<file path="config.mk">
export PLATFORM = sky130hd
export DESIGN_NAME = dtpc_back
export DESIGN_NICKNAME = d
export VERILOG_FILES = /design/src/rtl/depth_to_point_cloud_macros.svh /design/src/rtl/dtpc_pkg.sv /design/src/rtl/dtpc_back.sv
export SDC_FILE = /design/constraint.sdc
export NUM_CORES = 2
export LEC_CHECK = 0
export ABC_CLOCK_PERIOD_IN_PS = 8400
export BUFFER_PORTS_ARGS = -buffer_cell sky130_fd_sc_hd__clkbuf_2
export CAP_MARGIN = 20
export CELL_PAD_IN_SITES_DETAIL_PLACEMENT = 0
export CELL_PAD_IN_SITES_GLOBAL_PLACEMENT = 1
export CORE_AREA = 3 3 393 395
export DETAILED_ROUTE_END_ITERATION = 7
export DIE_AREA = 0 0 396 398
export HOLD_SLACK_MARGIN = 0.03
export PLACE_DENSITY_LB_ADDON = 0.1
export RECOVER_POWER = 100
export SLEW_MARGIN = 40
export SYNTH_ARGS = -nofsm -noshare
export SYNTH_HDL_FRONTEND = slang
export SYNTH_SLANG_ARGS = --single-unit
</file>
<file path="constraint.sdc">
create_clock -name clk -period 8.4 [get_ports clk]
set_clock_uncertainty 0.2 [all_clocks]
set_input_delay 1.26 -clock clk [delete_from_list [all_inputs] [get_ports clk]]
set_output_delay 1.26 -clock clk [all_outputs]
set_load 0.01 [all_outputs]
</file>
<file path="src/rtl/depth_to_point_cloud_macros.svh">
// ----------------------------------------------------------------------------
// depth_to_point_cloud_macros.svh
// Assertion macros used by the point cloud top level.
// ----------------------------------------------------------------------------
`ifndef DEPTH_TO_POINT_CLOUD_MACROS_SVH
`define DEPTH_TO_POINT_CLOUD_MACROS_SVH

// Same-cycle implication.
`define DTPC_ASSERT_NOW(label, clk, rst, pre, post) \
  label: assert property (@(posedge clk) disable iff (rst) (pre) |-> (post)) \
    else $error("dtpc assertion failed");

// Next-cycle implication.
`define DTPC_ASSERT_NEXT(label, clk, rst, pre, post) \
  label: assert property (@(posedge clk) disable iff (rst) (pre) |=> (post)) \
    else $error("dtpc assertion failed");

`endif

</file>
<file path="src/rtl/dtpc_pkg.sv">
// ----------------------------------------------------------------------------
// dtpc_pkg
// Types and constants for the depth image to point cloud block.
// ----------------------------------------------------------------------------
package dtpc_pkg;

  localparam int MAGW = 14;
  localparam int QUEUE_DEPTH = 4;

  localparam logic [2:0] REG_IMAGE_COLS = 3'd0;
  localparam logic [2:0] REG_IMAGE_ROWS = 3'd1;
  localparam logic [2:0] REG_INV_FOCAL  = 3'd2;
  localparam logic [2:0] REG_MIN_RANGE  = 3'd3;
  localparam logic [2:0] REG_MAX_RANGE  = 3'd4;
  localparam logic [2:0] REG_COLOR_MODE = 3'd5;

  localparam logic [1:0] COLOR_RGB  = 2'd0;
  localparam logic [1:0] COLOR_MONO = 2'd1;

  typedef struct packed {
    logic [11:0] image_cols;
    logic [11:0] image_rows;
    logic [23:0] inv_double_focal;
    logic [15:0] min_range;
    logic [15:0] max_range;
    logic [1:0]  color_mode;
  } cfg_t;

  // Classified pixel handed from front to back.
  typedef struct packed {
    logic [15:0]     depth;
    logic [MAGW-1:0] mag_x;
    logic            neg_x;
    logic [MAGW-1:0] mag_y;
    logic            neg_y;
    logic            valid;
    logic [7:0]      red;
    logic [7:0]      green;
    logic [7:0]      blue;
    logic            last;
    logic            dense;
  } fe_item_t;

  typedef struct packed {
    logic [23:0] x_pos;
    logic [23:0] y_pos;
    logic [15:0] z_dist;
    logic        point_valid;
    logic [7:0]  red;
    logic [7:0]  green;
    logic [7:0]  blue;
    logic        last_point;
    logic        frame_dense;
  } point_t;

endpackage

</file>
<file path="src/rtl/dtpc_back.sv">
// ----------------------------------------------------------------------------
// dtpc_back
// Three-stage projection pipe: depth x offset, x focal factor, round/saturate.
// ----------------------------------------------------------------------------
module dtpc_back (
  input  logic               clk,
  input  logic               rst,
  input  logic [23:0]        inv_double_focal,
  input  dtpc_pkg::fe_item_t q_item,
  input  logic               q_empty,
  output logic               q_pop,
  output dtpc_pkg::point_t   point,
  output logic               point_vld,
  input  logic               point_rdy
);
  import dtpc_pkg::*;

  function automatic logic [23:0] round_sat(input logic [53:0] prod, input logic neg);
    logic [54:0] sum;
    logic [30:0] q;
    logic [23:0] mag;
    begin
      sum = 55'(prod) + 55'(24'h800000);
      q   = sum[54:24];
      if (neg) begin
        mag = (q > 31'h800000) ? 24'h800000 : q[23:0];
        round_sat = ~mag + 24'd1;
      end else begin
        round_sat = (q > 31'h7FFFFF) ? 24'h7FFFFF : q[23:0];
      end
    end
  endfunction

  logic        adv;
  logic        a_vld, b_vld;
  fe_item_t    a_item, b_item;
  logic [29:0] a_px, a_py;
  logic [53:0] b_px, b_py;

  assign adv   = !point_vld || point_rdy;
  assign q_pop = adv && !q_empty;

  always_ff @(posedge clk) begin
    if (rst) begin
      a_vld     <= 1'b0;
      b_vld     <= 1'b0;
      point_vld <= 1'b0;
    end else if (adv) begin
      a_vld     <= !q_empty;
      b_vld     <= a_vld;
      point_vld <= b_vld;
    end
  end

  always_ff @(posedge clk) begin
    if (adv) begin
      a_item <= q_item;
      a_px   <= 30'(q_item.depth) * 30'(q_item.mag_x);
      a_py   <= 30'(q_item.depth) * 30'(q_item.mag_y);
      b_item <= a_item;
      b_px   <= 54'(a_px) * 54'(inv_double_focal);
      b_py   <= 54'(a_py) * 54'(inv_double_focal);
      point.x_pos       <= round_sat(b_px, b_item.neg_x);
      point.y_pos       <= round_sat(b_py, b_item.neg_y);
      point.z_dist      <= b_item.depth;
      point.point_valid <= b_item.valid;
      point.red         <= b_item.red;
      point.green       <= b_item.green;
      point.blue        <= b_item.blue;
      point.last_point  <= b_item.last;
      point.frame_dense <= b_item.dense;
    end
  end
endmodule

</file>
==> metrics.yaml <==
sta:
  tns_ns: 0
  worst_slack_ns: 0.339
  fmax_ghz: 0.124
  hold_viol: 0
  min_period_over_period_pct: 96.0
  whs_ns: 0.209
  rsz0062_at_grt: "false"
  slew_headroom_pct: -215
  worst_pin_slew_ns: 4.69
  maxSlewViolCount: 133
  min_period_ns: 8.06
  setup_violations: 0
setup_path:
  cp.arrival_ns: 8.24
  cp-end-kind: "register"
  r2r_slack_ns: 0.54
  cp_max_fo: 12
  criticalPathCategory: "input port to register"
  critPathRequiredTime_ns: 8.58
  critPathLaunchType: "input port"
grt:
  grt_pass1_wl_um: 290000
  grt_max_degree: 108
  grt_overflow: 0
  grt_pass1_vias: 53400
  antenna_found_initial: 8
  grt.total_usage_pct: 23.3
run_status:
  violations: "max-capacitance violations, max-slew violations"
  status: "finished, violations left"
final_layout:
  ff_latch_area_mm2: 0.00916
  drive_gt1_share_pct: 8.15
  nNetsFinal: 9910
  multiInputGateArea_mm2: 0.0541
  nFillCells: 14300
  synthToLayoutAreaGrowth_pct: 9.85
yosys:
  seq_area_frac_synth_pct: 12.9
  ys_ff_latch: 306
  synth.avg_cell_area_um2: 9.58
  synth_ff_type: "edfxtp_1"
  synthTopCellsByArea: "fa_1 44%, edfxtp_1 13%, ha_1 9.6%"
  synth_common_cells: "1686 x inv_1, 1556 x fa_1, 1063 x nand2_1"
  synth_top_area_share_pct: 43.8
  ys_types: 97
  yosysMostFrequentCell: "inv_1"
  syn_area_mm2: 0.0711
  synth_area_leader_cell: "fa_1"
  synthCells: 7419
  synth_edf_count: 303
  synthArstFlopShare_pct: 0
  syn-num-nets: 9620
  yosys_warnings: 0
floorplanning:
  io-pin-count: 194
  die_w_um: 396
  rows: 143
  coreArea_mm2: 0.152
  die_y_um: 398
  die-area_mm2: 0.158
  start_util_pct: 46.9
routing:
  drt-wirelength-per-cell_um: 17.9
  drc_errors: 0
  drtIter0Drc: 2087
  dr.pass1.iters: 7
  drtAntennaViolNets: 0
  avgViaCountPerCell: 5.03
  vias: 49200
  wl_um: 175000
placement:
  place.gp.congestion: 0.851
  portBuffers: 193
  preCtsSetupSlack_ns: -0.505
  post-dp-hpwl_um: 150000
cts:
  clkLatencyLatePin_ns: 0.63
  postCtsHoldBufs: 0
  ctsRootBufferMaster: "clkbuf_16"
  clockBufferDepth: 3
  numCtsBuffers: 43
  clk_pin_slew_ns: 0.06
  htreeDepth: 2
  clock_sinks: 306
  tritoncts: "built"
min_path:
  worstHoldPathType: "register to register"
run:
  maxCapViolCount: 2
-- area by class of cell --
cell class	count	share of cell area, %
inverter	1688	8.12
sequential	306	11.7
clock buffer	48	1.43
tap	2030	3.25
antenna	4	0.0128
clock inverter	30	0.521
timing repair buffer	625	5.67
multi-input combinational	5045	69.3
-- logic make-up after synthesis --
group | after synthesis | synth area share [%]
xor+xnor | 167 | 2.06
mux | 12 | 0.188
compound gates | 421 | 3.90
fa+ha+maj | 2100 | 53.4
buf+inv | 2068 | 11.0
flops | 306 | 12.9
simple gates | 2345 | 16.6
-- critical path, stage by stage --
cell and delay (ns):
clkbuf_2 0.11, buf_12 0.16, buf_4 0.16, and2_0 0.17, fa_1 0.51, fa_1 0.56, inv_1 0.06, fa_1 0.49
fa_1 0.51, inv_1 0.05, fa_1 0.46, fa_1 0.56, inv_1 0.06, fa_1 0.47, inv_1 0.04, ha_1 0.31
or3_1 0.38, o211ai_1 0.11, nand3_2 0.13, a211o_1 0.36, a41oi_2 0.18, buf_4 0.16, o211a_1 0.18, a211o_1 0.18
nand4_1 0.19, a31o_2 0.26, xor2_1 0.14
-- flip-flops by register name (all words and copies together), names as in the netlist --
name	count
a_px	30
a_py	30
a_vld	1
b_vld	1
b_py	31
b_item	45
b_px	31
point_vld	1
a_item	45
point	91
-- metrics by stage --
| stage | area, um^2 | instances | utilization [%] |
|---|---|---|---|
| 6_report | 78100 | 9776 | 51.5 |
| 5_1_grt | 78100 | 9773 | 51.5 |
| 4_1_cts | 78300 | 9771 | 51.7 |
| 3_5_place_dp | 76800 | 9693 | 50.7 |
| 3_3_place_gp | 76800 | 9693 | 50.7 |
| 2_1_floorplan | 71100 | 7419 | - |
-- cells in the final DEF (no fill, tap or decap), types with 10 or more instances in the layout --
cell and instances:
nand2_1 1064, clkbuf_1 123, xor2_1 50, a22oi_1 13, o21ai_0 66, o31ai_1 16, nand2b_1 14, o21a_1 19
edfxtp_1 303, and2_0 13, nor2_1 109, clkbuf_16 44, a211oi_1 12, clkbuf_4 10, nand4_1 20, a21oi_1 131
and2_1 920, fa_1 1556, a31oi_1 16, nand3_1 56, or3_1 11, nor2b_1 15, clkbuf_2 91, xnor2_1 117
inv_1 1686, o21bai_1 10, and3_1 28, buf_12 33, ha_1 544, buf_4 372, nor3_1 38, a21o_1 59
-- final timing paths --
kind | cells after the start | end | from
setup / recovery | 27 | b_py[52] | inv_double_focal[0]
hold / removal | 0 | point[31] | b_item[61]
setup reg to reg | 26 | b_py[50] | a_py[12]
hold reg to reg | 0 | point[31] | b_item[61]
-- timing repair --
action                                  4_1_cts  5_1_grt
buffers inserted                              0        0
endpoints found under the setup margin        0        6
gates resized for setup                       0        7
-- routing by layer --
layer	track usage, %	share of wire (%)
met5	0	0.014
met4	5.97	2.7
met3	3.04	4.8
met2	37.9	47
met1	33.0	45
Power is not shown: default switching activity piles up to over one toggle a cycle in this logic, so the estimate is an artifact.
