`config.mk`:
```
export PLATFORM = sky130hd
export DESIGN_NAME = dtpc_queue
export DESIGN_NICKNAME = d
export VERILOG_FILES = /design/src/rtl/depth_to_point_cloud_macros.svh /design/src/rtl/dtpc_pkg.sv /design/src/rtl/dtpc_queue.sv
export SDC_FILE = /design/constraint.sdc
export NUM_CORES = 1
export LEC_CHECK = 0
export ABC_AREA = 1
export BUFFER_PORTS_ARGS = -buffer_cell sky130_fd_sc_hd__clkbuf_2
export CAP_MARGIN = 40
export CORE_MARGIN = 3
export CORE_UTILIZATION = 51
export CTS_CLUSTER_DIAMETER = 80
export CTS_CLUSTER_SIZE = 24
export DETAILED_ROUTE_END_ITERATION = 7
export PLACE_DENSITY = 0.75
export SYNTH_ARGS = -nofsm -noshare
export SYNTH_HDL_FRONTEND = slang
export SYNTH_SLANG_ARGS = --single-unit
```
`constraint.sdc`:
```
create_clock -name clk -period 2.7 [get_ports clk]
set_clock_uncertainty 0.2 [all_clocks]
set_input_delay 0.54 -clock clk [delete_from_list [all_inputs] [get_ports clk]]
set_output_delay 0.54 -clock clk [all_outputs]
set_load 0.05 [all_outputs]
```
`src/rtl/depth_to_point_cloud_macros.svh`:
```
// ----------------------------------------------------------------------------
// depth_to_point_cloud_macros.svh
// Assertion macros used by the point cloud top level.
// ----------------------------------------------------------------------------
`ifndef DEPTH_TO_POINT_CLOUD_MACROS_SVH
`define DEPTH_TO_POINT_CLOUD_MACROS_SVH

// Same-cycle implication.
`define DTPC_ASSERT_NOW(label, clk, rst, pre, post) \
  label: assert property (@(posedge clk) disable iff (rst) (pre) |-> (post)) \
    else $error("dtpc assertion failed");

// Next-cycle implication.
`define DTPC_ASSERT_NEXT(label, clk, rst, pre, post) \
  label: assert property (@(posedge clk) disable iff (rst) (pre) |=> (post)) \
    else $error("dtpc assertion failed");

`endif

```
`src/rtl/dtpc_pkg.sv`:
```
// ----------------------------------------------------------------------------
// dtpc_pkg
// Types and constants for the depth image to point cloud block.
// ----------------------------------------------------------------------------
package dtpc_pkg;

  localparam int MAGW = 14;
  localparam int QUEUE_DEPTH = 4;

  localparam logic [2:0] REG_IMAGE_COLS = 3'd0;
  localparam logic [2:0] REG_IMAGE_ROWS = 3'd1;
  localparam logic [2:0] REG_INV_FOCAL  = 3'd2;
  localparam logic [2:0] REG_MIN_RANGE  = 3'd3;
  localparam logic [2:0] REG_MAX_RANGE  = 3'd4;
  localparam logic [2:0] REG_COLOR_MODE = 3'd5;

  localparam logic [1:0] COLOR_RGB  = 2'd0;
  localparam logic [1:0] COLOR_MONO = 2'd1;

  typedef struct packed {
    logic [11:0] image_cols;
    logic [11:0] image_rows;
    logic [23:0] inv_double_focal;
    logic [15:0] min_range;
    logic [15:0] max_range;
    logic [1:0]  color_mode;
  } cfg_t;

  // Classified pixel handed from front to back.
  typedef struct packed {
    logic [15:0]     depth;
    logic [MAGW-1:0] mag_x;
    logic            neg_x;
    logic [MAGW-1:0] mag_y;
    logic            neg_y;
    logic            valid;
    logic [7:0]      red;
    logic [7:0]      green;
    logic [7:0]      blue;
    logic            last;
    logic            dense;
  } fe_item_t;

  typedef struct packed {
    logic [23:0] x_pos;
    logic [23:0] y_pos;
    logic [15:0] z_dist;
    logic        point_valid;
    logic [7:0]  red;
    logic [7:0]  green;
    logic [7:0]  blue;
    logic        last_point;
    logic        frame_dense;
  } point_t;

endpackage

```
`src/rtl/dtpc_queue.sv`:
```
// ----------------------------------------------------------------------------
// dtpc_queue
// Short FIFO between the classifying front and the arithmetic back.
// ----------------------------------------------------------------------------
module dtpc_queue (
  input  logic               clk,
  input  logic               rst,
  input  logic               push,
  input  dtpc_pkg::fe_item_t wr_item,
  output logic               full,
  input  logic               pop,
  output dtpc_pkg::fe_item_t rd_item,
  output logic               empty
);
  import dtpc_pkg::*;

  localparam int PW = $clog2(QUEUE_DEPTH);

  fe_item_t      entries [QUEUE_DEPTH];
  logic [PW-1:0] wr_ptr, rd_ptr;
  logic [PW:0]   count;

  assign full    = count == (PW+1)'(QUEUE_DEPTH);
  assign empty   = count == '0;
  assign rd_item = entries[rd_ptr];

  always_ff @(posedge clk) begin
    if (push) begin
      entries[wr_ptr] <= wr_item;
    end
  end

  always_ff @(posedge clk) begin
    if (rst) begin
      wr_ptr <= '0;
      rd_ptr <= '0;
      count  <= '0;
    end else begin
      if (push) wr_ptr <= wr_ptr + 1'b1;
      if (pop)  rd_ptr <= rd_ptr + 1'b1;
      if (push && !pop) count <= count + 1'b1;
      else if (pop && !push) count <= count - 1'b1;
    end
  end
endmodule

```
==> flow_summary.yaml, run 1 <==
layout:
  fin_util_pct: 61.85
  seq_area_sq_um: 8954
  fill_cells: 1636
  n_antenna_cell: 0
  multi_input_area_sq_um: 1994
  nets: 991
  synthToLayoutAreaGrowth_pct: 17.07
  drive_gt1_share_pct: 22.55
floorplanning:
  die_w_microns: 154.7
  floorplan.initialDensity_pct: 52.83
  io_pins: 152
  die_area_sq_um: 23940
  fp.coreArea_sq_um: 21350
  num_rows: 53
  dieHeight_microns: 154.7
setup_path:
  crit_arrival_ns: 1.89
  path_max_fanout: 34
  cp-start-kind: "flip-flop"
  end_kind: "primary output"
  critPathRequiredTime_ns: 1.96
  crit_type: "reg2out"
routing:
  first_pass_iters: 4
  first_iter_violations: 486
  wl_per_cell_microns: 18.90
  wirelength_mm: 22.55
  ant_nets: 0
  viasPerCell: 5.515
  num_vias: 6579
  drc: 0
placed_design:
  dp_hpwl_mm: 12.82
  place.gp.congestion: 0.7227
  portBuffers: 151
clocking:
  cts_tree: "done"
  numCtsBuffers: 16
  htreeDepth: 1
  cts_buffer_depth: 3
  cts_root_buf: "clkbuf_16"
  postCtsHoldBufs: 0
  path_clk_slew_ns: 0.09
  cts.sinks: 301
  clock_latency_ns: 0.48
  postCtsSetupBuffers: 0
yosys:
  ys_async_sr_fraction_pct: 0
  syn-num-nets: 847
  synth.distinct_cells: 22
  synth_top_cell_by_area: "edfxtp_1"
  yosysTopAreaCellShare_pct: 77.73
  post-synth-top-count-cell: "edfxtp_1"
  synth-edff-count: 292
  netlist_top_cells_count: "edfxtp_1, nor2_1, o21ai_0"
  ys_seq_area_share_pct: 79.33
  yosysWarnings: 0
  synthTopCellsByArea: "edfxtp_1, nor2_1, o22ai_1"
  postSynthAreaPerCell_sq_um: 14.77
  netlist_instances: 764
  ys.flop_type: "edfxtp_1"
  synth-seq-cells: 301
  syn_area_sq_um: 11280
sta:
  fmax_ghz: 0.3798
  finalSetupViolCount: 0
  worst_pin_slew_ns: 0.5452
  finalMaxSlewViolations: 0
  slew_headroom_pct: 63.66
  finalHoldViolations: 0
  finalCritPeriodShare_pct: 97.51
  rsz0062_at_grt: "true"
  period_minus_slack_ns: 2.633
  tns_ns: 0
power_and_ir_drop:
  power_report.internal_total_mw: 6.969
  p_leak_nw: 4.632
  combPwrFrac_pct: 16.6
  p_sw_share_pct: 26.63
  p_clk_share_pct: 26.7
  max-vdd-ir-drop_mv: 0.6146
  p_per_area_nw_per_um2: 719.3
  pwr-share-seq_pct: 56.7
  p_switching_mw: 2.530
global_route:
  grt_antenna_before_repair: 1
  grt_usage_pct: 17.75
  grt_first_pass_wirelength_mm: 33.79
  grt_pass1_vias: 6344
  grt_overflow_total: 0
  grt_max_degree: 75
worst_hold_path:
  hp-class: "in2reg"
outcome:
  status: "finished, final reports clean"
flow_run:
  cap_viol_max_count: 0
[critical path, stage by stage, from the launching register on]
cell and delay [ns]:
dfxtp_4 0.42, inv_4 0.11, buf_6 0.27, nor2_1 0.08, o22ai_1 0.23, clkbuf_4 0.28
[kinds of logic after synthesis]
kind of cell,count (synthesis),share of synthesized area [%]
compound gates,227,10.88
xor+xnor,1,0.07765
fa+ha+maj,6,0.7320
buf+inv,64,3.438
flops,301,79.33
simple gates,165,5.546
[power by group through the flow]
stage	sequential, mW	clock (mW)	combinational (mW)
after floorplan	5.49	0	1.03
after global placement	5.48	0	1.51
after detailed placement	5.49	0	1.53
after CTS	5.38	2.60	1.53
after global routing	5.40	2.77	1.68
final	5.38	2.54	1.58
[worst paths after layout]
| kind | from | to | slack [ns] | cells after the start |
|---|---|---|---|---|
| worst max-delay path | flip-flop | rd_item[55] | 0.07 | 5 |
| worst min-delay path | rst | count[0] | 0.04 | 2 |
| worst max register to register | wr_ptr[0] | entries[2][24] | 0.80 | 5 |
| worst min register to register | rd_ptr[1] | flip-flop | 0.24 | 1 |
[sequential cells by signal, summed over array words and instances, names as in the netlist, named ones only]
signal,count
rd_ptr,2
wr_ptr,2
count,3
entries,292
[routing by layer]
layer | part of all wire, % | vias to the layer above | track usage (%) | wire, microns
met2 | 48 | 211 | 28.95 | 10750
met1 | 42 | 3190 | 24.89 | 9491
met3 | 8.5 | 24 | 4.197 | 1922
met5 | 0.058 | - | 0 | 13
met4 | 1.6 | 2 | 3.532 | 370
li1 | - | 3152 | - | -
[through the flow]
step                power [mW]  cells  hold slack, ns  instance area [sq um]  setup WS, ns
global placement         6.986   1163          0.2266                  12550        0.4696
finish                   9.499   1193         0.03927                  13210       0.06727
detailed placement       7.017   1163          0.2259                  12550        0.4420
floorplan                6.517    764          0.2115                  11280       0.06870
global route             9.851   1193         0.02892                  13210      -0.01480
CTS                      9.510   1191         0.03050                  13040       0.02033
[cell type report]
cell class | count | share of cell area (%)
Clock inverter | 1 | 0.1232
Timing Repair Buffer | 173 | 10.31
Tap cell | 275 | 2.605
Multi-Input combinational cell | 399 | 15.10
Clock buffer | 27 | 3.505
Sequential cell | 301 | 67.80
Inverter | 17 | 0.5590
[cell usage in the layout (no fill, tap or decap), drive strengths merged]
master	count
fa	1
clkinv	5
buf	44
o21ai	151
xor2	1
nand2	9
a21oi	3
nand4	1
o22ai	73
nor3	2
nand3	1
edfxtp	292
clkbuf	156
ha	5
dfxtp	9
nor2	152
inv	13
[timing repair]
item | in CTS | in global routing
resized for setup | 3 | 62
endpoints found under the setup margin | 10 | 25
hold endpoints to repair | 0 | 0
gates cloned | 0 | 2
Note: power is estimated with default switching activity, not from simulation.
==> run 2, diff against run 1 <==
- clock period: 2.7 -> 2.4 ns (I/O delays scaled with it)
==> run 2 against run 1 <==
  * The flow now finishes with violations (setup timing)
  * Cell area is 19% higher
  * Non-clock buffer count is 98 higher
  * Critical path type unchanged
  * Register-to-register slack got worse by 0.25 ns
  * Total power increased by 21%
  * Sequential share of layout area is 11 points lower
==> flow_summary.yaml, run 2 (synthesis gave the netlist of run 1 again) <==
layout:
  final_cell_mix: "edfxtp_1, nor2_1, clkbuf_2"
  top_regs: "entries: 292 flops, count: 3 flops"
  fin_util_pct: 73.45
  drive_gt1_share_pct: 35.67
  largest_reg_flops: 292
  layout_commonest_cell: "edfxtp_1"
  top_register: "entries"
  nets: 1091
  synthToLayoutAreaGrowth_pct: 39.03
routing:
  viasPerCell: 5.926
  dr.max_layer_used: "met5"
  drt-met1-wl_mm: 11.40
  wl_per_cell_microns: 23.91
  drc: 0
  ant_nets: 0
  wl_met2_mm: 15.82
  num_vias: 7633
  wirelength_mm: 30.79
  first_iter_violations: 590
  first_pass_iters: 4
  wl_met3_mm: 2.728
sta:
  worst_slack_ns: -0.1995
  finalSetupViolCount: 72
  whs_ns: 0.01103
  finalHoldViolations: 0
  worst_pin_slew_ns: 0.3946
  fmax_ghz: 0.3847
  finalMaxSlewViolations: 0
  rsz0062_at_grt: "true"
  period_minus_slack_ns: 2.599
  finalCritPeriodShare_pct: 108.3
  slew_headroom_pct: 73.64
global_route:
  grt_pass1_vias: 7691
  grt_usage_pct: 23.21
  grt_antenna_before_repair: 3
  grt_first_pass_wirelength_mm: 43.15
  grt_max_degree: 47
  grt_overflow_total: 0
power_and_ir_drop:
  p_per_area_nw_per_um2: 735.6
  max-vdd-ir-drop_mv: 0.8803
  pwr-share-seq_pct: 52.7
  p_switching_mw: 3.209
  p_clk_share_pct: 24.9
  p_leak_nw: 5.572
  power_report.internal_total_mw: 8.328
  combPwrFrac_pct: 22.4
  p_sw_share_pct: 27.81
outcome:
  violations: "setup timing"
  status: "finished, violations left"
setup_path:
  end_kind: "primary output"
  cp-start-kind: "flip-flop"
  crit_arrival_ns: 1.92
  path_max_fanout: 8
  slowest_stage: "dfxtp_4"
  reg2regPathDepth: 5
  crit_type: "reg2out"
  critPathRequiredTime_ns: 1.72
  crit_chain: "buf_12 -> clkbuf_16 -> o21ai_0 -> o22ai_1 -> clkbuf_8"
  cpPeakStageDelay_ns: 0.41
floorplanning:
  die_w_microns: 154.7
  num_rows: 53
  dieHeight_microns: 154.7
  die_area_sq_um: 23940
  fp.coreArea_sq_um: 21350
  io_pins: 152
  floorplan.initialDensity_pct: 52.83
clocking:
  htreeDepth: 1
  cts_buffer_depth: 3
  clock_latency_ns: 0.49
  numCtsBuffers: 16
  cts_root_buf: "clkbuf_16"
  cts_tree: "done"
  path_clk_slew_ns: 0.09
  cts.sinks: 301
placed_design:
  dp_hpwl_mm: 14.17
  portBuffers: 151
  place.gp.congestion: 0.7289
worst_hold_path:
  holdPathStages: 1
  hp-class: "in2reg"
flow_run:
  cap_viol_max_count: 0
## run 2: stage by stage
stage	TNS, ns	setup WS [ns]	cells	cell area (sq um)	total power, mW
finish	-5.258	-0.1995	1288	15680	11.54
global route	-10.43	-0.2255	1288	15680	11.90
CTS	-4.683	-0.1191	1280	14990	11.28
detailed placement	0	0.2713	1172	12580	7.899
global placement	0	0.2915	1172	12580	7.859
floorplan	0	0.05867	764	11300	7.329
## run 2: timing repair
action / in CTS / in global routing
endpoints found under the hold margin: 243 / 0
setup endpoints to repair: 73 / 73
buffers inserted: 9 / 0
pin swaps: 16 / 32
gates cloned: 14 / 9
hold buffers: 63 / 0
gates resized for setup: 232 / 157
## run 2: worst max-delay path, delay by kind of cell, from the launching register on
family | cells | cell delay, ns
buf+inv | 3 | 0.64
compound gates | 2 | 0.37
flops | 1 | 0.41
## run 2: layout make-up
cell class | instances | area (sq um)
sequential | 301 | 8954
antenna | 1 | 2.502
inverter | 17 | 107.6
fill | 1211 | 5669
timing repair buffer | 271 | 3204
clock buffer | 21 | 440.4
multi-input combinational | 399 | 2600
tap | 275 | 344.1
timing repair inverter | 2 | 20.02
clock inverter | 1 | 11.26
## run 2: per-layer routing
metal / vias up / track usage (%)
met3: 68 / 5.064
met1: 3807 / 29.77
met4: 4 / 6.182
met2: 392 / 40.41
li1: 3362 / -
met5: - / 0
## run 2: power by group through the flow
stage          Clock [mW]  Combinational [mW]  Sequential (mW)
2_1_floorplan           0                1.16             6.17
3_3_place_gp            0                1.69             6.16
3_5_place_dp            0                1.72             6.17
4_1_cts              2.90                2.32             6.06
5_1_grt              3.12                2.69             6.09
6_report             2.88                2.59             6.08
## run 2: final timing paths
path / startpoint / to / slack, ns
min reg2reg: rd_ptr[1] / flip-flop / 0.25
max: flip-flop / rd_item[28] / -0.20
min: wr_item[72] / entries[2][72] / 0.01
max reg2reg: wr_ptr[1] / entries[1][17] / 0.55
