File: src/rtl/depth_to_point_cloud_macros.svh
// ----------------------------------------------------------------------------
// depth_to_point_cloud_macros.svh
// Assertion macros used by the point cloud top level.
// ----------------------------------------------------------------------------
`ifndef DEPTH_TO_POINT_CLOUD_MACROS_SVH
`define DEPTH_TO_POINT_CLOUD_MACROS_SVH

// Same-cycle implication.
`define DTPC_ASSERT_NOW(label, clk, rst, pre, post) \
  label: assert property (@(posedge clk) disable iff (rst) (pre) |-> (post)) \
    else $error("dtpc assertion failed");

// Next-cycle implication.
`define DTPC_ASSERT_NEXT(label, clk, rst, pre, post) \
  label: assert property (@(posedge clk) disable iff (rst) (pre) |=> (post)) \
    else $error("dtpc assertion failed");

`endif

File: src/rtl/dtpc_pkg.sv
// ----------------------------------------------------------------------------
// dtpc_pkg
// Types and constants for the depth image to point cloud block.
// ----------------------------------------------------------------------------
package dtpc_pkg;

  localparam int MAGW = 14;
  localparam int QUEUE_DEPTH = 4;

  localparam logic [2:0] REG_IMAGE_COLS = 3'd0;
  localparam logic [2:0] REG_IMAGE_ROWS = 3'd1;
  localparam logic [2:0] REG_INV_FOCAL  = 3'd2;
  localparam logic [2:0] REG_MIN_RANGE  = 3'd3;
  localparam logic [2:0] REG_MAX_RANGE  = 3'd4;
  localparam logic [2:0] REG_COLOR_MODE = 3'd5;

  localparam logic [1:0] COLOR_RGB  = 2'd0;
  localparam logic [1:0] COLOR_MONO = 2'd1;

  typedef struct packed {
    logic [11:0] image_cols;
    logic [11:0] image_rows;
    logic [23:0] inv_double_focal;
    logic [15:0] min_range;
    logic [15:0] max_range;
    logic [1:0]  color_mode;
  } cfg_t;

  // Classified pixel handed from front to back.
  typedef struct packed {
    logic [15:0]     depth;
    logic [MAGW-1:0] mag_x;
    logic            neg_x;
    logic [MAGW-1:0] mag_y;
    logic            neg_y;
    logic            valid;
    logic [7:0]      red;
    logic [7:0]      green;
    logic [7:0]      blue;
    logic            last;
    logic            dense;
  } fe_item_t;

  typedef struct packed {
    logic [23:0] x_pos;
    logic [23:0] y_pos;
    logic [15:0] z_dist;
    logic        point_valid;
    logic [7:0]  red;
    logic [7:0]  green;
    logic [7:0]  blue;
    logic        last_point;
    logic        frame_dense;
  } point_t;

endpackage

File: src/rtl/dtpc_if.sv
// ----------------------------------------------------------------------------
// dtpc_if
// Stream interfaces for depth pixels in and points out.
// ----------------------------------------------------------------------------
interface dtpc_in_if;
  logic        valid;
  logic        ready;
  logic [15:0] depth_mm;
  logic [7:0]  color_a;
  logic [7:0]  color_b;
  logic [7:0]  color_c;

  modport source (output valid, depth_mm, color_a, color_b, color_c, input ready);
  modport sink   (input valid, depth_mm, color_a, color_b, color_c, output ready);
endinterface


File: src/rtl/dtpc_front.sv
// ----------------------------------------------------------------------------
// dtpc_front
// Takes depth pixels, tracks raster position, range-checks and classifies.
// ----------------------------------------------------------------------------
module dtpc_front #(
  parameter int MAX_COLS = 2048,
  parameter int MAX_ROWS = 2048
) (
  input  logic               clk,
  input  logic               rst,
  input  dtpc_pkg::cfg_t     cfg,
  dtpc_in_if.sink            in_ch,
  output dtpc_pkg::fe_item_t item,
  output logic               push,
  input  logic               full
);
  import dtpc_pkg::*;

  localparam int CW = $clog2(MAX_COLS);
  localparam int RW = $clog2(MAX_ROWS);
  localparam logic [13:0] MAX_C = 14'(MAX_COLS);
  localparam logic [13:0] MAX_R = 14'(MAX_ROWS);

  logic [CW-1:0] col_count;
  logic [RW-1:0] row_count;
  logic          dense_so_far;

  logic [11:0]     cols_eff, rows_eff;
  logic [13:0]     twice_x, twice_y, span_x, span_y;
  logic            neg_x, neg_y, valid, end_row, end_frame, dense;

  always_comb begin
    cols_eff = (cfg.image_cols == 12'd0) ? 12'd1 :
               ({2'b00, cfg.image_cols} > MAX_C) ? MAX_C[11:0] : cfg.image_cols;
    rows_eff = (cfg.image_rows == 12'd0) ? 12'd1 :
               ({2'b00, cfg.image_rows} > MAX_R) ? MAX_R[11:0] : cfg.image_rows;
    twice_x  = 14'(col_count) << 1;
    twice_y  = 14'(row_count) << 1;
    span_x   = 14'(cols_eff) - 14'd1;
    span_y   = 14'(rows_eff) - 14'd1;
    neg_x    = twice_x < span_x;
    neg_y    = twice_y < span_y;
    valid    = (in_ch.depth_mm > cfg.min_range) && (in_ch.depth_mm < cfg.max_range);
    end_row  = (14'(col_count) + 14'd1) >= 14'(cols_eff);
    end_frame = end_row && ((14'(row_count) + 14'd1) >= 14'(rows_eff));
    dense    = dense_so_far && valid;

    item.depth = valid ? in_ch.depth_mm : 16'd0;
    item.mag_x = neg_x ? (span_x - twice_x) : (twice_x - span_x);
    item.neg_x = neg_x;
    item.mag_y = neg_y ? (span_y - twice_y) : (twice_y - span_y);
    item.neg_y = neg_y;
    item.valid = valid;
    item.last  = end_frame;
    item.dense = end_frame && dense;
    case (cfg.color_mode)
      COLOR_RGB: begin
        item.red   = in_ch.color_a;
        item.green = in_ch.color_b;
        item.blue  = in_ch.color_c;
      end
      COLOR_MONO: begin
        item.red   = in_ch.color_a;
        item.green = in_ch.color_a;
        item.blue  = in_ch.color_a;
      end
      default: begin
        item.red   = 8'd0;
        item.green = 8'd0;
        item.blue  = 8'd0;
      end
    endcase
  end

  assign in_ch.ready = !full;
  assign push        = in_ch.valid && !full;

  always_ff @(posedge clk) begin
    if (rst) begin
      col_count    <= '0;
      row_count    <= '0;
      dense_so_far <= 1'b1;
    end else if (push) begin
      if (end_row) begin
        col_count <= '0;
        row_count <= end_frame ? '0 : row_count + 1'b1;
      end else begin
        col_count <= col_count + 1'b1;
      end
      dense_so_far <= end_frame ? 1'b1 : dense;
    end
  end
endmodule

File: src/flat_wrapper.sv
// flat-port wrapper written by rule: the top's interface ports become plain ports
module dtpc_front_flat import dtpc_pkg::*;
#(
  parameter int MAX_COLS = 2048,
  parameter int MAX_ROWS = 2048
)
  (clk, rst, cfg, item, push, full, in_ch_valid, in_ch_depth_mm, in_ch_color_a, in_ch_color_b, in_ch_color_c, in_ch_ready);
  dtpc_in_if in_ch_i ();
  input  logic clk;
  input  logic rst;
  input  dtpc_pkg::cfg_t cfg;
  output dtpc_pkg::fe_item_t item;
  output logic push;
  input  logic full;
  input wire logic [$bits(in_ch_i.valid)-1:0] in_ch_valid;
  input wire logic [$bits(in_ch_i.depth_mm)-1:0] in_ch_depth_mm;
  input wire logic [$bits(in_ch_i.color_a)-1:0] in_ch_color_a;
  input wire logic [$bits(in_ch_i.color_b)-1:0] in_ch_color_b;
  input wire logic [$bits(in_ch_i.color_c)-1:0] in_ch_color_c;
  output wire logic [$bits(in_ch_i.ready)-1:0] in_ch_ready;
  assign in_ch_i.valid = in_ch_valid;
  assign in_ch_i.depth_mm = in_ch_depth_mm;
  assign in_ch_i.color_a = in_ch_color_a;
  assign in_ch_i.color_b = in_ch_color_b;
  assign in_ch_i.color_c = in_ch_color_c;
  assign in_ch_ready = in_ch_i.ready;
  dtpc_front #(.MAX_COLS(MAX_COLS), .MAX_ROWS(MAX_ROWS)) u_core (.clk(clk), .rst(rst), .cfg(cfg), .in_ch(in_ch_i), .item(item), .push(push), .full(full));
endmodule
File: config.mk
export PLATFORM = sky130hd
export DESIGN_NAME = dtpc_front_flat
export DESIGN_NICKNAME = d
export VERILOG_FILES = /design/src/rtl/depth_to_point_cloud_macros.svh /design/src/rtl/dtpc_pkg.sv /design/src/rtl/dtpc_if.sv /design/src/rtl/dtpc_front.sv /design/src/flat_wrapper.sv
export SDC_FILE = /design/constraint.sdc
export NUM_CORES = 1
export LEC_CHECK = 0
export BUFFER_PORTS_ARGS = -buffer_cell sky130_fd_sc_hd__buf_2
export CAP_MARGIN = 20
export CORE_ASPECT_RATIO = 0.7
export CORE_UTILIZATION = 50
export DETAILED_ROUTE_END_ITERATION = 16
export GPL_TIMING_DRIVEN = 1
export PLACE_DENSITY = 0.79
export SLEW_MARGIN = 20
export SYNTH_ARGS = -nofsm -noshare
export SYNTH_HDL_FRONTEND = slang
export SYNTH_SLANG_ARGS = --single-unit
File: constraint.sdc
create_clock -name clk -period 5.5 [get_ports clk]
set_clock_uncertainty 0.15 [all_clocks]
set_input_delay 0.275 -clock clk [delete_from_list [all_inputs] [get_ports clk]]
set_output_delay 0.275 -clock clk [all_outputs]
set_load 0.05 [all_outputs]
==> metrics.md, run 1 <==
| Metric | Value |
|---|---|
| #FFs+latches synth | `23` |
| Combinational Power Share | `67.2%` |
| Critical path origin | `cfg[61]` |
| # IOs | `201` |
| Vias in the first global route | `5516` |
| Layout Nets | `1251` |
| Rows | `33` |
| Initial antenna violation count | `0` |
| Main flop type after synthesis | `dfxtp_1` |
| Htree depth | `1` |
| Final worst path period share | `94.16%` |
| Post-Syn Area | `6000 sq um` |
| Final Max Slew Viols | `0` |
| ANT cells | `0` |
| HPWL after detailed placement | `14120 um` |
| Crit. End Element | `output port` |
| Layout area overhead | `17.91%` |
| EDFF count, synth | `0` |
| Drt via density | `5.624` |
| Count of cell types in the netlist | `63` |
| Routability congestion estimate from global placement | `0.9460` |
| Cts repair resizes | `0` |
| Sequential Power Share | `17.0%` |
| Reg-to-Reg End | `u_core.row_count[7]` |
| Avg Inst Size Synth | `6.936 sq um` |
| Final WS setup | `321.4 ps` |
| Setup TNS | `0 ps` |
| Relative slew margins | `37.20%` |
| Drt drc | `0` |
| Worst Tran Pin Value | `940.3 ps` |
| Fin crit period | `5179 ps` |
| Routed Antenna Nets | `0` |
| Outcome | `completed` |
| Avg WL per Cell | `14.35 um` |
| Die Y | `93.65 um` |
| First-pass GRT wire length | `27050 um` |
| CTS tree | `done` |
| RR Startpoint | `u_core.row_count[0]` |
| Cell count after synthesis | `865` |
| Number of DRC markers in iteration 0 | `587` |
| Max_cap viols | `0` |
| Layout cells sized above 1 | `20.02%` |
| Largest net degree at the start of global routing | `25` |
| Latest clock arrival within the worst-skew pair | `260 ps` |
| I/O Buffers | `176` |
| CP max FO | `11` |
| Chip width | `132.9 um` |
| Total CTS buffers | `3` |
| Final Core Density | `60.54%` |
| Hold Crit Class | `input port to flip-flop` |
| Final Setup Violations | `0` |
| Critical path class | `input port to output port` |
| Switching power total | `0.5233 mW` |
| Final Power | `1.003 mW` |
| DP Worst Slack | `407.6 ps` |
| CP startpoint kind | `input port` |
| Die area | `12450 sq um` |
| Reg clk slew, reported paths | `60 ps` |
| GRT overflow | `0` |
| Clock Sinks | `23` |
| Starting Density | `51.34%` |
| LEAKAGE | `3.599 nW` |
| Clk Tree Root Cell | `clkbuf_16` |
| Core area | `11690 sq um` |
| Final hold vios | `0` |
| Worst R2R Path Depth | `13` |
| RSZ-0062 raised after global routing | `false` |
| Seq/Total Area, Yosys | `7.675%` |
| Max frequency | `0.1931 GHz` |
| Peak supply drop | `0.09915 mV` |
| Hold_buf cts | `0` |
| Vias | `6614` |
| Pwr dens | `141.7 nW/um^2` |
| R2R setup slack | `1000 ps` |
| Crit path to | `item[38]` |
| Ys async rst share | `0%` |
| Crit path DAT | `4750 ps` |
| Setup bufs post-CTS | `0` |
| Clock power share | `15.8%` |
| Synth Warn # | `0` |
| Gr usage total | `26.34%` |
| Clock buffer depth | `2` |
| Sw frac | `52.20%` |
| Worst path required time | `5080 ps` |
| Pint | `0.4793 mW` |
| DRT Pass-1 Iters | `5` |
| WL final | `16880 um` |
-- per-layer routing --
layer	vias to the layer above	GRT usage [%]	share of wire, %	wire length, um
li1	3337	-	-	-
met1	3005	39.28	49	8249
met2	268	40.66	43	7240
met3	4	4.261	8.0	1345
met4	0	1.916	0.24	41
met5	-	0	0	0
-- through the flow --
step                      instances  hold WS, ps  cell area (sq um)
after floorplan                 867        194.1               6007
after global placement         1172        317.4               6989
after detailed placement       1172        312.5               6989
after CTS                      1176        286.2               7068
after global routing           1176        325.5               7074
final                          1176        295.2               7074
-- worst max-delay path, cell delays in order --
cell     delay (ps)
buf_2           130
or4_1           670
o41a_1          470
ha_1            310
nand2_1         150
xor2_1          100
ha_1            430
a21o_1          180
a21oi_1         100
a31oi_1         300
o22ai_2         150
o31ai_4         630
inv_2           200
mux2i_1         220
xor2_1          150
buf_2           270
-- cells by family (layout without fill, tap and decap cells) --
family / Yosys count / in the layout / synth area share, %
fa+ha+maj: 105 / 105 / 22.15
compound gates: 242 / 242 / 25.53
simple gates: 286 / 286 / 24.63
other cells: 2 / 4 / 0.1252
mux: 23 / 23 / 3.879
buf+inv: 135 / 287 / 8.863
flops: 23 / 23 / 7.675
xor+xnor: 49 / 49 / 7.153
-- state kept, by name (all words and copies together) (netlist names) --
register / flops
u_core.row_count: 11
u_core.dense_so_far: 1
u_core.col_count: 11
-- how the worst min path moves through the flow --
stage / from / endpoint / slack [ps] / cells after the start
2_1_floorplan: rst / u_core.col_count[5] / 190 / 1
3_3_place_gp: u_core.dense_so_far / u_core.dense_so_far / 320 / 1
3_5_place_dp: u_core.dense_so_far / u_core.dense_so_far / 310 / 1
4_1_cts: rst / u_core.col_count[0] / 290 / 2
5_1_grt: rst / u_core.row_count[10] / 330 / 2
6_report: rst / u_core.col_count[0] / 300 / 2
-- synth_stat cells, types with 3 or more instances --
library cell  count  area [sq um]
o22ai_1           3         18.77
nand3b_1          3         22.52
or2_2             3         18.77
o21ai_0          48         240.2
xor2_1           16         140.1
nand2b_1         23         143.9
or4_1            12         90.09
o22a_1            4         35.03
nand3_1          27         135.1
dfxtp_1          23         460.4
o31ai_1           5         37.54
o21bai_1          7         52.55
ha_1            103          1289
nand2_1          74         277.8
or3_1             4         25.02
a21oi_1          90         450.4
mux2i_1          21         210.2
nand4_1          11         68.82
clkbuf_1         27         101.4
xnor2_1          33         289.0
a21o_1           25         187.7
a211oi_1          7         52.55
nor2_1           43         161.4
nor3_1           22         110.1
a31oi_1           8         50.05
nor4_1            4         25.02
inv_1            97         364.1
and3_1           13         81.33
o211ai_1          6         45.04
a311oi_1          3         26.28
buf_4             4         30.03
and2_1           23         143.9
nor2b_1          19         118.9
o21a_1           14         105.1
-- layout make-up --
type / count / area [sq um]
Multi-Input combinational cell: 709 / 5026
Fill cell: 1122 / 4611
Timing Repair Buffer: 184 / 940.9
Sequential cell: 23 / 460.4
Inverter: 99 / 371.6
Tap cell: 157 / 196.4
Clock buffer: 4 / 78.83
-- cells in the final DEF (no fill, tap or decap), types with 3 or more instances in the layout --
cell type  netlist  layout
o21bai_1         7       7
nand3_1         27      27
clkbuf_16        0       3
o31ai_1          5       5
nand2_1         74      74
or2_2            3       3
or4_1           12      12
and2_1          23      23
o21ai_0         48      48
conb_1           2       4
dfxtp_1         23      23
a21oi_1         90      90
buf_2            2     176
o22a_1           4       4
a211oi_1         7       6
xnor2_1         33      33
a21o_1          25      24
or3_1            4       4
nor2_1          43      43
nand4_1         11      11
a311oi_1         3       3
buf_4            4       8
nand3b_1         3       3
o21a_1          14      14
nor3_1          22      21
xor2_1          16      16
nor4_1           4       4
o211ai_1         6       6
inv_1           97      97
nor2b_1         19      19
and3_1          13      13
a31oi_1          8       8
nand2b_1        23      23
ha_1           103     103
mux2i_1         21      21
o22ai_1          3       3
-- power groups by stage --
stage	clock [mW]	sequential, mW	combinational [mW]
2_1_floorplan	0	0.173	0.498
3_3_place_gp	0	0.174	0.659
3_5_place_dp	0	0.174	0.666
4_1_cts	0.160	0.170	0.669
5_1_grt	0.166	0.171	0.731
6_report	0.159	0.170	0.673
No activity file was read; power rests on OpenSTA's default activity.
==> run 2, diff against run 1 <==
- RECOVER_POWER: unset -> 100
==> run 2 against run 1 <==
The flow now finishes with violations (max-capacitance violations, max-slew violations). Wire length is 0.25% higher. Worst hold slack gained 5.1 ps. Flip-flop and latch count did not move. Via count fell by 0.27%. Power decreased by 0.63%. Clock-buffer cell count did not move. Cell count unchanged. Fmax down 0.60%. Design area is 1.1% lower. Sequential power barely moved. Critical endpoint unchanged.
==> metrics.md, run 2 (synthesis gave the netlist of run 1 again) <==
| Metric | Value |
|---|---|
| Total CTS buffers | `3 (unchanged)` |
| ANT cells | `0 (unchanged)` |
| Core area | `11690 sq um (unchanged)` |
| Routed Antenna Nets | `0 (unchanged)` |
| Outcome | `finished, violations left` |
| Clock Sinks | `23 (unchanged)` |
| Largest net degree at the start of global routing | `25 (unchanged)` |
| Vias in the first global route | `5516 (unchanged)` |
| Sequential Power Share | `17.1% (about the same)` |
| WL final | `16920 um (+0.25%)` |
| Fin crit period | `5210 ps (+31.30 ps)` |
| Final hold vios | `0 (unchanged)` |
| Hold Crit Class | `input port to flip-flop` |
| First-pass GRT wire length | `27050 um (unchanged)` |
| Commonest non-fill, non-tap cells in the layout | `buf_2, ha_1, inv_1` |
| Failing checks | `max-capacitance violations, max-slew violations` |
| Die Y | `93.65 um (unchanged)` |
| Final Max Slew Viols | `20 (+20)` |
| WHS Endpoint | `u_core.col_count[0]` |
| Crit. End Element | `output port` |
| Relative slew margins | `-14.62% (-52 points)` |
| Crit path DAT | `4780 ps (+30 ps)` |
| Avg WL per Cell | `14.39 um (+0.25%)` |
| Pint | `0.4705 mW (-1.8%)` |
| Routability congestion estimate from global placement | `0.9460 (unchanged)` |
| Htree depth | `1 (unchanged)` |
| Critical path origin | `cfg[61]` |
| Largest registers | `u_core.col_count: 11 flops, u_core.row_count: 11 flops, u_core.dense_so_far: 1 flops` |
| RSZ-0062 raised after global routing | `false` |
| CTS tree | `done` |
| Starting Density | `51.34% (unchanged)` |
| DRT Pass-1 Iters | `5 (unchanged)` |
| Setup bufs post-CTS | `0 (unchanged)` |
| FILL cells | `1148 (+2.3%)` |
| R2R setup slack | `1000 ps (about the same)` |
| CP max FO | `11 (unchanged)` |
| Clock power share | `16.0% (+0.2 points)` |
| Final worst path period share | `94.72% (+0.57 points)` |
| Reg clk slew, reported paths | `60 ps (about the same)` |
| Multi-input gate area | `5016 sq um (-0.20%)` |
| Worst Tran Pin Value | `1709 ps (+768.8 ps)` |
| GRT overflow | `0 (unchanged)` |
| Final Setup Violations | `0 (unchanged)` |
| Pwr dens | `142.3 nW/um^2 (+0.43%)` |
| CP startpoint kind | `input port` |
| Sw frac | `52.77% (+0.57 points)` |
| I/O Buffers | `176 (unchanged)` |
| Rows | `33 (unchanged)` |
| WHS Path Cells | `2 (unchanged)` |
| Hold path startpoint | `rst` |
| Clk Tree Root Cell | `clkbuf_16` |
| Die area | `12450 sq um (unchanged)` |
| Setup TNS | `0 ps (unchanged)` |
| Max_cap viols | `1 (+1)` |
| Chip width | `132.9 um (unchanged)` |
| HPWL after detailed placement | `14120 um (unchanged)` |
| Reg-to-Reg End | `u_core.row_count[2]` |
| Initial antenna violation count | `0 (unchanged)` |
| Peak supply drop | `0.09905 mV (about the same)` |
| Number of DRC markers in iteration 0 | `626 (+6.6%)` |
| Worst path required time | `5080 ps (about the same)` |
| Clock buffer depth | `2 (unchanged)` |
| Most common cell after layout, fill and taps aside | `buf_2` |
| Latest clock arrival within the worst-skew pair | `260 ps (about the same)` |
| Worst R2R Path Depth | `13 (unchanged)` |
| Gr usage total | `26.34% (unchanged)` |
| Layout Nets | `1251 (unchanged)` |
| Layout cells sized above 1 | `15.11% (-4.9 points)` |
| Seq. cell area | `460.4 sq um (unchanged)` |
| RR Startpoint | `u_core.row_count[0]` |
| Drt drc | `0 (unchanged)` |
| Layout area overhead | `16.66%` |
| Hold Slack | `300.3 ps (+5.113 ps)` |
| Vias | `6596 (-0.27%)` |
| LEAKAGE | `3.425 nW (-4.8%)` |
| Max frequency | `0.1919 GHz (-0.60%)` |
| Critical path class | `input port to output port` |
| Drt via density | `5.609 (-0.27%)` |
| Combinational Power Share | `66.9% (-0.3 points)` |
| Switching power total | `0.5257 mW (+0.46%)` |
| # IOs | `201 (unchanged)` |
-- run 2: cell count changes in the layout (fill, tap and decap cells not counted), moves of 2 or more --
cell and delta:
clkbuf_2 +21, clkbuf_1 +48, and2_0 +3, and2_1 -3, buf_4 -2, buf_2 -67
-- run 2: per-layer routing --
layer  up-vias  global-route usage [%]  wire, um
li1       3341                       -         -
met1      2990                   39.28      8277
met2       261                   40.66      7205
met3         4                   4.261      1399
met4         0                   1.916        36
met5         -                       0         0
-- run 2: worst max-delay path, cell delays in order --
cell and delay (ps):
buf_2 130, or4_1 670, o41a_1 470, ha_1 310, nand2_1 150, xor2_1 100
ha_1 430, a21o_1 180, a21oi_1 100, a31oi_1 300, o22ai_2 150, o31ai_4 620
inv_2 200, mux2i_1 220, xor2_1 160, clkbuf_2 290
-- run 2: area by class of cell --
cell class | instances | area share, %
Clock buffer | 4 | 1.126
Tap cell | 157 | 2.807
Timing Repair Buffer | 184 | 12.51
Sequential cell | 23 | 6.578
Inverter | 99 | 5.309
Multi-Input combinational cell | 709 | 71.67
-- run 2: repair_timing --
action	in CTS	in global routing
setup endpoints to repair	0	1
hold buffers	0	0
resized for setup	0	1
-- run 2: power groups by stage --
stage	clock network [mW]	registers (mW)	logic, mW
after CTS	0.160	0.170	0.669
after global routing	0.166	0.171	0.724
after floorplan	0	0.173	0.498
after detailed placement	0	0.174	0.666
final	0.159	0.170	0.666
after global placement	0	0.174	0.659
-- run 2: worst max-delay path by stage --
stage / depth (start not counted) / slack (ps) / endpoint
after CTS: 14 / 400 / item[38]
final: 16 / 290 / item[38]
after global routing: 16 / 30 / item[38]
after detailed placement: 14 / 410 / item[38]
after floorplan: 17 / 420 / item[45]
after global placement: 14 / 500 / item[38]
-- run 2: per-stage QoR --
stage / util [%] / total power, mW / instances / setup WS, ps / instance area [sq um]
2_1_floorplan: - / 0.6714 / 867 / 421.1 / 6007
3_3_place_gp: 59.81 / 0.8330 / 1172 / 497.6 / 6989
3_5_place_dp: 59.81 / 0.8397 / 1172 / 407.6 / 6989
4_1_cts: 60.49 / 0.9993 / 1176 / 399.4 / 7068
5_1_grt: 59.90 / 1.061 / 1176 / 29.76 / 6999
6_report: 59.90 / 0.9962 / 1176 / 290.1 / 6999
==> run 3, diff against run 2 <==
- CORE_UTILIZATION: 50 -> 53
- MAX_ROUTING_LAYER: unset -> met4
- PLACE_DENSITY: 0.79 -> 0.83
==> run 3 against run 2 <==
The flow still finishes with violations (max-capacitance violations, max-slew violations). Fmax up 1.0%. Setup slack better by 52 ps. Critical path depth down 2. Utilization up 3.7 points. First-iteration DRC count up 8.9%. Via count up 1.1%. Largest cell class unchanged.
==> metrics.md, run 3 (synthesis gave the netlist of run 1 again) <==
| Metric | Value |
|---|---|
| Hold Crit Class | `input port to flip-flop` |
| Relative slew margins | `-14.48% (+0.14 points)` |
| Most used cell, CP | `ha_1` |
| Clock buffer depth | `2 (unchanged)` |
| Drt via density | `5.678 (+1.2%)` |
| Hold_buf cts | `0 (unchanged)` |
| Final WS setup | `341.8 ps (+51.63 ps)` |
| I/O Buffers | `176 (unchanged)` |
| RSZ-0062 raised after global routing | `false` |
| Final hold vios | `0 (unchanged)` |
| Pwr dens | `141.3 nW/um^2 (-0.75%)` |
| Final worst path period share | `93.79% (-0.94 points)` |
| Routed Antenna Nets | `0 (unchanged)` |
| Starting Density | `54.49% (+3.1 points)` |
| HPWL after detailed placement | `13820 um (-2.1%)` |
| DRT Pass-1 Iters | `5 (unchanged)` |
| Cells after DPL | `1170 (-0.17%)` |
| WL final | `16490 um (-2.5%)` |
| Avg WL per Cell | `14.05 um (-2.4%)` |
| Fin crit period | `5158 ps (-51.63 ps)` |
| Failing checks | `max-capacitance violations, max-slew violations` |
| Htree depth | `1 (unchanged)` |
| Max frequency | `0.1939 GHz (+1.0%)` |
| Number of DRC markers in iteration 0 | `682 (+8.9%)` |
| Final std cells w/o fill | `1174 (-0.17%)` |
| Setup bufs post-CTS | `0 (unchanged)` |
| Post-route design area | `7002 sq um (about the same)` |
| FILL cells | `1022 (-11%)` |
| Total CTS buffers | `3 (unchanged)` |
| Rows | `32 (-3.0%)` |
| Worst Tran Pin Value | `1707 ps (-2.145 ps)` |
| DP Worst Slack | `469.5 ps (+61.91 ps)` |
| Layout cells sized above 1 | `14.89% (-0.23 points)` |
| Switching power total | `0.5217 mW (-0.76%)` |
| Hold Slack | `294.9 ps (-5.421 ps)` |
| Core area | `11010 sq um (-5.8%)` |
| Gr usage total | `28.47% (+2.1 points)` |
| Largest registers | `u_core.col_count: 11 flops, u_core.row_count: 11 flops, u_core.dense_so_far: 1 flops` |
| Largest net degree at the start of global routing | `25 (unchanged)` |
| Worst path required time | `5080 ps (about the same)` |
| Chip width | `129.2 um (-2.8%)` |
| Worst-path cell chain | `buf_2, or4_1, o41a_1, ha_1, o22a_1, ha_1, nand3_1, nor4_4, o22ai_2, o31ai_4, buf_4, mux2i_1, xnor2_1, clkbuf_2` |
| Crit path DAT | `4730 ps (-50 ps)` |
| Routability congestion estimate from global placement | `0.9569 (+1.2%)` |
| Critical path class | `input port to output port` |
| Sw frac | `52.75% (about the same)` |
| Vias | `6666 (+1.1%)` |
| Cts repair resizes | `0 (unchanged)` |
| GRT overflow | `0 (unchanged)` |
| Die area | `11760 sq um (-5.6%)` |
| First-pass GRT wire length | `27120 um (+0.28%)` |
| Commonest non-fill, non-tap cells in the layout | `buf_2, ha_1, inv_1` |
| Layout Nets | `1253 (+0.16%)` |
| Reg clk slew, reported paths | `60 ps (about the same)` |
| Worst R2R Path Depth | `13 (unchanged)` |
| CP startpoint kind | `input port` |
| ANT cells | `0 (unchanged)` |
| Final Power | `0.9891 mW (-0.72%)` |
| Crit. End Element | `output port` |
| Peak supply drop | `0.08375 mV (-15%)` |
| Most common cell after layout, fill and taps aside | `buf_2` |
| Final Core Density | `63.59% (+3.7 points)` |
| Reg-to-Reg End | `u_core.row_count[5]` |
| CTS tree | `done` |
| Max_cap viols | `1 (unchanged)` |
| CP max FO | `10 (-1)` |
| Pint | `0.4674 mW (-0.67%)` |
| Sequential Power Share | `17.2% (about the same)` |
| Cell with the largest stage delay on the worst path | `or4_1` |
| Final Setup Violations | `0 (unchanged)` |
| Drt drc | `0 (unchanged)` |
| Clk Tree Root Cell | `clkbuf_16` |
| Layout area overhead | `16.70% (about the same)` |
| LEAKAGE | `3.423 nW (about the same)` |
| Worst Path Buf+Inv | `3 (unchanged)` |
| Outcome | `finished, violations left` |
| Placed Area | `6999 sq um (+0.14%)` |
| Vias in the first global route | `5614 (+1.8%)` |
| Die Y | `91.02 um (-2.8%)` |
| Combinational Power Share | `66.9% (about the same)` |
| # IOs | `201 (unchanged)` |
| Initial antenna violation count | `0 (unchanged)` |
| WHS Endpoint | `u_core.col_count[0]` |
| Latest clock arrival within the worst-skew pair | `260 ps (about the same)` |
| WHS Path Cells | `2 (unchanged)` |
| CP max stage delay | `660 ps (about the same)` |
| Crit path max-delay family | `compound AO/OA/AOI/OAI gates` |
| Setup TNS | `0 ps (unchanged)` |
| R2R setup slack | `890 ps (-110 ps)` |
| RR Startpoint | `u_core.row_count[0]` |
| Final Max Slew Viols | `20 (unchanged)` |
| Clock Sinks | `23 (unchanged)` |
| Clock power share | `15.9% (about the same)` |
| Hold path startpoint | `rst` |
run 3: cell count changes in the layout (fill, tap and decap cells not counted), sizes merged:
cell    change
clkinv      +1
buf         +1
run 3: worst max-delay path by stage:
stage / depth (start not counted) / end / startpoint
after detailed placement: 16 / item[31] / cfg[65]
after floorplan: 17 / item[45] / cfg[73]
after CTS: 14 / item[31] / cfg[65]
after global routing: 18 / item[49] / cfg[77]
final: 14 / item[31] / cfg[65]
after global placement: 14 / item[33] / cfg[65]
run 3: cell type report:
type                    instances  area, sq um  area share [%]
multi-input cells             709         5016           71.64
repair buffers                186        882.1           12.60
inverters                      99        371.6           5.307
clock buffers                   3        75.07           1.072
well taps                     153        191.4           2.734
flip-flops and latches         23        460.4           6.576
clock inverters                 1        5.005         0.07148
run 3: metal layers:
metal / share of wire, % / track usage [%] / vias to the layer above
met5: 0 / - / -
met4: 0.50 / 2.353 / 0
met3: 8.6 / 3.359 / 8
met2: 41 / 41.76 / 300
met1: 49 / 42.61 / 3006
li1: - / - / 3352
run 3: worst reg2reg max path: stages, from the launching register on:
cell and delay, ps:
dfxtp_1 540, ha_1 300, nand3_1 190, nor3_1 530, inv_1 140, or4_1 510
xnor2_1 230, ha_1 290, nand2_1 60, o21ai_0 100, or4_1 500, o21a_1 320
or4_1 530, a21oi_1 160
run 3: power groups by stage:
stage	Clock, mW	Sequential [mW]	Combinational [mW]
2_1_floorplan	0	0.173	0.498
3_3_place_gp	0	0.174	0.656
3_5_place_dp	0	0.174	0.664
4_1_cts	0.158	0.170	0.667
5_1_grt	0.168	0.171	0.715
6_report	0.157	0.170	0.662
